==> config.mk <==
export PLATFORM = sky130hd
export DESIGN_NAME = ptt_mac
export DESIGN_NICKNAME = d
export VERILOG_FILES = /design/src/rtl/core/ptt_pkg.sv /design/src/rtl/core/ptt_mac.sv
export SDC_FILE = /design/constraint.sdc
export NUM_CORES = 1
export LEC_CHECK = 0
export ABC_CLOCK_PERIOD_IN_PS = 11700
export BUFFER_PORTS_ARGS = -buffer_cell sky130_fd_sc_hd__buf_4
export CAP_MARGIN = 30
export CORE_UTILIZATION = 30
export CTS_BUF_LIST = sky130_fd_sc_hd__clkbuf_8
export CTS_CLUSTER_DIAMETER = 150
export DETAILED_ROUTE_END_ITERATION = 10
export GPL_ROUTABILITY_DRIVEN = 0
export GPL_TIMING_DRIVEN = 0
export PLACE_DENSITY = 0.44
export SLEW_MARGIN = 20
export SYNTH_ARGS = -nofsm -noshare
export SYNTH_HDL_FRONTEND = slang
export SYNTH_SLANG_ARGS = --single-unit
==> constraint.sdc <==
create_clock -name clock -period 11.7 [get_ports clock]
set_clock_uncertainty 0.05 [all_clocks]
set_input_delay 0.585 -clock clock [delete_from_list [all_inputs] [get_ports clock]]
set_output_delay 0.585 -clock clock [all_outputs]
set_load 0.01 [all_outputs]
==> src/rtl/core/ptt_pkg.sv <==
// Shared types and constants of the PID trajectory tracker.
`default_nettype none

package ptt_pkg;

   localparam int FUNC_W     = 2;
   localparam int INDEX_W    = 11;
   localparam int ANGLE_W    = 24;
   localparam int COUNT_W    = 16;
   localparam int GAIN_W     = 16;
   localparam int LEN_W      = 12;
   localparam int TORQUE_W   = 32;
   localparam int ERR_W      = 25;
   localparam int SUM_W      = 19;
   localparam int WIDE_W     = 26;
   localparam int CSR_IDX_W  = 4;
   localparam int CSR_DATA_W = 16;

   localparam int MUL_A_W = WIDE_W;
   localparam int MUL_B_W = GAIN_W;
   localparam int PROD_W  = MUL_A_W + MUL_B_W;
   localparam int ACC_W   = PROD_W + 2;

   localparam logic [FUNC_W-1:0] FUNC_LOAD  = 2'd0;
   localparam logic [FUNC_W-1:0] FUNC_START = 2'd1;
   localparam logic [FUNC_W-1:0] FUNC_TICK  = 2'd2;

   localparam logic [CSR_IDX_W-1:0] CSR_PROP_GAIN  = 4'd0;
   localparam logic [CSR_IDX_W-1:0] CSR_INTEG_GAIN = 4'd1;
   localparam logic [CSR_IDX_W-1:0] CSR_DERIV_GAIN = 4'd2;
   localparam logic [CSR_IDX_W-1:0] CSR_TRACK_LEN  = 4'd3;

   localparam logic signed [GAIN_W-1:0] PROP_GAIN_RESET  = 16'sd25600;
   localparam logic signed [GAIN_W-1:0] INTEG_GAIN_RESET = 16'sd0;
   localparam logic signed [GAIN_W-1:0] DERIV_GAIN_RESET = 16'sd2560;

   localparam logic signed [MUL_B_W-1:0] DEG_SCALE     = 16'sd17659;
   localparam logic signed [SUM_W-1:0]   SUM_LIMIT_POS = 19'sd256000;
   localparam logic signed [SUM_W-1:0]   SUM_LIMIT_NEG = -19'sd256000;

   localparam logic signed [TORQUE_W-1:0] TORQUE_MAX = 32'sh7fffffff;
   localparam logic signed [TORQUE_W-1:0] TORQUE_MIN = 32'sh80000000;

   typedef struct packed {
      logic mul_en;
      logic acc_load;
      logic acc_add;
   } mac_ctl_type;

endpackage

`default_nettype wire

==> src/rtl/core/ptt_mac.sv <==
// Shared signed multiplier with a product register and an accumulator.
`default_nettype none

module ptt_mac (
   input  logic                              clock,
   input  ptt_pkg::mac_ctl_type              ctl,
   input  logic signed [ptt_pkg::MUL_A_W-1:0] op_a,
   input  logic signed [ptt_pkg::MUL_B_W-1:0] op_b,
   output logic signed [ptt_pkg::PROD_W-1:0]  prod,
   output logic signed [ptt_pkg::ACC_W-1:0]   acc
);
   import ptt_pkg::*;

   logic signed [PROD_W-1:0] prod_ff;
   logic signed [PROD_W-1:0] prod_in;
   logic signed [ACC_W-1:0]  acc_ff;
   logic signed [ACC_W-1:0]  acc_in;
   logic signed [ACC_W-1:0]  prod_ext;

   always_comb begin
      prod_ext = ACC_W'(prod_ff);
      prod_in  = prod_ff;
      acc_in   = acc_ff;
      if (ctl.mul_en) begin
         prod_in = PROD_W'(op_a) * PROD_W'(op_b);
      end
      if (ctl.acc_load) begin
         acc_in = prod_ext;
      end else if (ctl.acc_add) begin
         acc_in = acc_ff + prod_ext;
      end
   end

   always_ff @(posedge clock) begin
      prod_ff <= prod_in;
      acc_ff  <= acc_in;
   end

   assign prod = prod_ff;
   assign acc  = acc_ff;

endmodule

`default_nettype wire

== Yosys cells after proc, flatten, opt, wreduce, memory -nomap -nowiden ==
Cells that the tools add are included.

* Add/subtract/negate cells: 1
* Multipliers: 1
* Mux-type cells: 2
* Reductions and logical operators: 1

{| class="wikitable"
|+ Operator list
! cell !! number
|-
| $mux W44 || 2
|-
| $add A44 B42 Y44 || 1
|-
| $mul A26 B16 Y42 || 1
|-
| $reduce_bool A2 Y1 || 1
|}

* Bits in registers: 86
* Input port bits: 46
* Output and inout port bits: 86
* Logic and storage cells: 7

== Depth between registers and ports, before layout ==
* Word-level depth: 3
* Gate-level depth with buffers: 24
* Depth with buffers taken out: 22

== Least setup slack after synthesis ==
OpenSTA, ideal clock, no wires.

* Kind: input -> register
* From: input op_b[7] in the netlist's numbering
* To: register prod_ff[36] (netlist: prod[36]), data pin
* Setup time: 277 ps
* Data arrival time: 6229 ps
* Required time: 11373 ps
* Setup slack: 5144 ps
* Stages on the path: 21
* Path buffers: 2
* Cell sequence: clkbuf_1 clkbuf_1 nand2_1 fa_1 inv_1 fa_1 fa_1 fa_1 fa_1 inv_1 fa_1 inv_1 ha_1 o21a_1 o211a_1 a221o_1 and2_4 a311oi_2 nor2_1 a2111oi_0 a2111oi_1

* Word-level cells in the longest chain between the ends: 1

{| class="wikitable"
|+ RTL lines
! what !! line !! text
|-
| from (decl) || ptt_mac.sv:8 || <nowiki>input logic signed [ptt_pkg::MUL_B_W-1:0] op_b,</nowiki>
|-
| $mul A26 B16 Y42 || ptt_mac.sv:25 || <nowiki>prod_in = PROD_W'(op_a) * PROD_W'(op_b);</nowiki>
|-
| to (signal assigned) || ptt_mac.sv:35 || <nowiki>prod_ff <= prod_in;</nowiki>
|-
| to (decl) || ptt_mac.sv:14 || <nowiki>logic signed [PROD_W-1:0] prod_ff;</nowiki>
|}

Every way passes these cells.
A chain may end at the register's enable or synchronous reset.

== Worst setup path after layout ==
* From: input op_b[8] in the netlist's numbering
* To: register prod_ff[41] (netlist: prod[41]), data pin

The elaborated chain is that of the path after synthesis.

==> results.ini <==
[die]
die_y_um=264
die_w_um=264
core_area_um2=67500
start_util_pct=30.5
num_rows=95
dieArea_um2=69600
io_pins=132

[drt]
wl_per_cell_um=19.8
wirelength_um=64800
ant_nets=0
dr.pass1.iters=6
vias_per_cell=4.80
drc=0
drtIter0Drc=911
via_count=15700

[min_path]
hp-class=reg -> reg
worstHoldPathCells=2

[finish]
nets=2981
fill_cells=7133
drive_gt1_share_pct=6.61
seq_area_um2=2580
multi_input_area_um2=15900
area_growth_pct=11.0

[job]
drv_cap=0

[logic_synthesis]
yosys_warnings=0
syn_avg_cell_area_um2=9.14
ys_types=70
ys_ff_latch=86
synth_area_um2=20600
ys_seq_area_share_pct=12.6
synthCells=2249
async_flop_share_pct=0
ys.flop_type=edfxtp_1
synth_edf_count=86
syn-num-nets=2843

[critical_path]
r2r_setup_slack_ps=8350
path_depth=21
crit_type=in -> reg
crit_top_cell=fa_1
endpoint_kind=flop
r2r_cells=11
worstPathMaxFanout=10
required_ps=11800
crit_family=adder cells
startpoint_type=primary input
critPathArrivalTime_ps=7770
slowest_delay_ps=610
critical-path-slowest-cell=clkbuf_1
crit_buf_inv=5
worstPathCellList=clkbuf_1 -> clkbuf_1 -> nand2_1 -> fa_1 -> inv_1 -> fa_1 -> fa_1 -> fa_1 -> fa_1 -> inv_1 -> fa_1 -> inv_1 -> ha_1 -> a21o_1 -> or3_1 -> a211oi_1 -> o21ai_1 -> and3_1 -> o311ai_1 -> nand2_1 -> o311ai_1

[timing]
fin_setup_tns_ps=0
fmax_mhz=130
slew_violations=0
min_period_over_period_pct=65.6
worst-slew-pin-transition_ps=876
period_needed_ps=7670
grt_setup_unrepaired=false
relSlewSlack_pct=41.6
setup_violations=0
finalHoldViolCount=0

[clock_network]
cts_setup_buffers=0
cts_tree=done
clock-sinks=86
cts-root-buf=clkbuf_8
clkLatencyLatePin_ps=410
numCtsBuffers=9
postCtsHoldBufs=0
clockBufferDepth=2
cts.repair.resized=0
cts_max_level=3
clkSlewWorstSetupHoldPaths_ps=100

[global_routing]
grt_pass1_wl_um=102000
grt_max_degree=45
grt_antenna_before_repair=1
grt_overflow_total=0
grt_pass1_vias=16800
grt_usage_pct=19.1

[place]
port-buffer-count=127
detailed_place_hpwl_um=55400

[status]
status=finished clean

layout make-up:
class	instances	share of cell area, %
Multi-Input combinational cell	1597	69.5
Sequential cell	86	11.3
Inverter	476	7.83
Tap cell	873	4.79
Timing Repair Buffer	127	4.18
Buffer	90	1.49
Clock buffer	9	0.543
Clock inverter	7	0.362
Antenna cell	1	0.0110
cells by family after synthesis:
kind of cell             Yosys count  share of synthesized area [%]
buffers and inverters            566                           10.3
multiplexers                       3                          0.152
flip-flops                        86                           12.6
adder cells (fa/ha/maj)          548                           48.1
XOR/XNOR                          69                           2.94
AND/OR/NAND/NOR                  660                           15.8
AO/OA/AOI/OAI                    317                           10.2
worst register-to-register path, delay by kind of cell (launching register included):
family | cells | cell delay, ps
fa+ha+maj | 2 | 480
buf+inv | 1 | 80
simple gates | 4 | 900
compound gates | 4 | 1280
flops | 1 | 450
per-stage QoR:
stage | util (%) | hold WS (ps) | area (µm²) | std cells | worst slack (ps)
CTS | 33.8 | 582 | 22800 | 3265 | 3890
global route | 33.8 | 596 | 22800 | 3266 | 3680
global placement | 33.5 | 555 | 22600 | 3249 | 3450
detailed placement | 33.5 | 555 | 22600 | 3249 | 3460
finish | 33.8 | 569 | 22800 | 3266 | 4030
floorplan | - | 570 | 20600 | 2249 | 5140
registers in the layout (all words and copies together) (netlist names):
signal and cells:
acc 44, prod 42
cells in the final DEF, fill, tap and decap left out, types with 7 or more instances in the layout:
| cell | n |
|---|---|
| a211o_1 | 7 |
| a211oi_1 | 21 |
| a21o_1 | 42 |
| a21oi_1 | 70 |
| a31oi_1 | 9 |
| and2_1 | 171 |
| and3_1 | 18 |
| and4_1 | 8 |
| buf_4 | 127 |
| clkbuf_1 | 87 |
| clkbuf_8 | 9 |
| edfxtp_1 | 86 |
| fa_1 | 403 |
| ha_1 | 145 |
| inv_1 | 477 |
| nand2_1 | 299 |
| nand2b_1 | 13 |
| nand3_1 | 25 |
| nand4_1 | 8 |
| nor2_1 | 60 |
| nor3_1 | 17 |
| o211ai_1 | 9 |
| o21a_1 | 14 |
| o21ai_0 | 65 |
| o21ai_1 | 15 |
| o21bai_1 | 15 |
| o31ai_1 | 7 |
| xnor2_1 | 47 |
| xor2_1 | 22 |
routing by layer:
metal  wire length, µm  share of wire (%)  global-route usage, %  vias up
met5                 0                  0                      0        -
met4              1110                1.7                   3.98        0
met3              3080                4.8                   1.94       51
met2             29200                 45                   30.8      447
met1             31400                 48                   27.7     7877
li1                  -                  -                      -     7314
synth_stat cells, types with 3 or more instances:
| cell type | count | area (µm²) |
|---|---|---|
| clkbuf_1 | 87 | 327 |
| o211ai_1 | 9 | 67.6 |
| inv_1 | 476 | 1790 |
| o311ai_1 | 3 | 26.3 |
| a311oi_1 | 3 | 26.3 |
| nor2_1 | 60 | 225 |
| o21a_1 | 14 | 105 |
| a21boi_0 | 3 | 22.5 |
| a211o_1 | 7 | 61.3 |
| fa_1 | 403 | 8070 |
| a211oi_1 | 21 | 158 |
| and4_1 | 8 | 70.1 |
| nand3b_1 | 3 | 22.5 |
| nand3_1 | 25 | 125 |
| o311a_1 | 3 | 30.0 |
| nor3_1 | 17 | 85.1 |
| nand2b_1 | 13 | 81.3 |
| nor4b_1 | 6 | 52.6 |
| ha_1 | 145 | 1810 |
| xnor2_1 | 47 | 412 |
| o211a_1 | 3 | 30.0 |
| o21ai_0 | 65 | 325 |
| or3_1 | 5 | 31.3 |
| and2_1 | 171 | 1070 |
| or2_2 | 6 | 37.5 |
| a31oi_1 | 9 | 56.3 |
| a21oi_1 | 70 | 350 |
| a21o_1 | 42 | 315 |
| o31ai_1 | 7 | 52.6 |
| xor2_1 | 22 | 193 |
| nor2b_1 | 5 | 31.3 |
| nor3b_1 | 4 | 30.0 |
| nand2_1 | 299 | 1120 |
| edfxtp_1 | 86 | 2580 |
| o21bai_1 | 15 | 113 |
| and3_1 | 18 | 113 |
| nor4_1 | 5 | 31.3 |
| nand4_1 | 8 | 50.1 |
| o21ai_1 | 15 | 75.1 |
path summary, 6_finish.rpt:
kind	from	endpoint
hold reg to reg	prod[36]	acc[36]
hold / removal	prod[36]	acc[36]
setup / recovery	op_b[8]	prod[41]
setup reg to reg	prod[0]	acc[40]
Power is not shown: default switching activity piles up to over one toggle a cycle in this logic, so the estimate is an artifact.
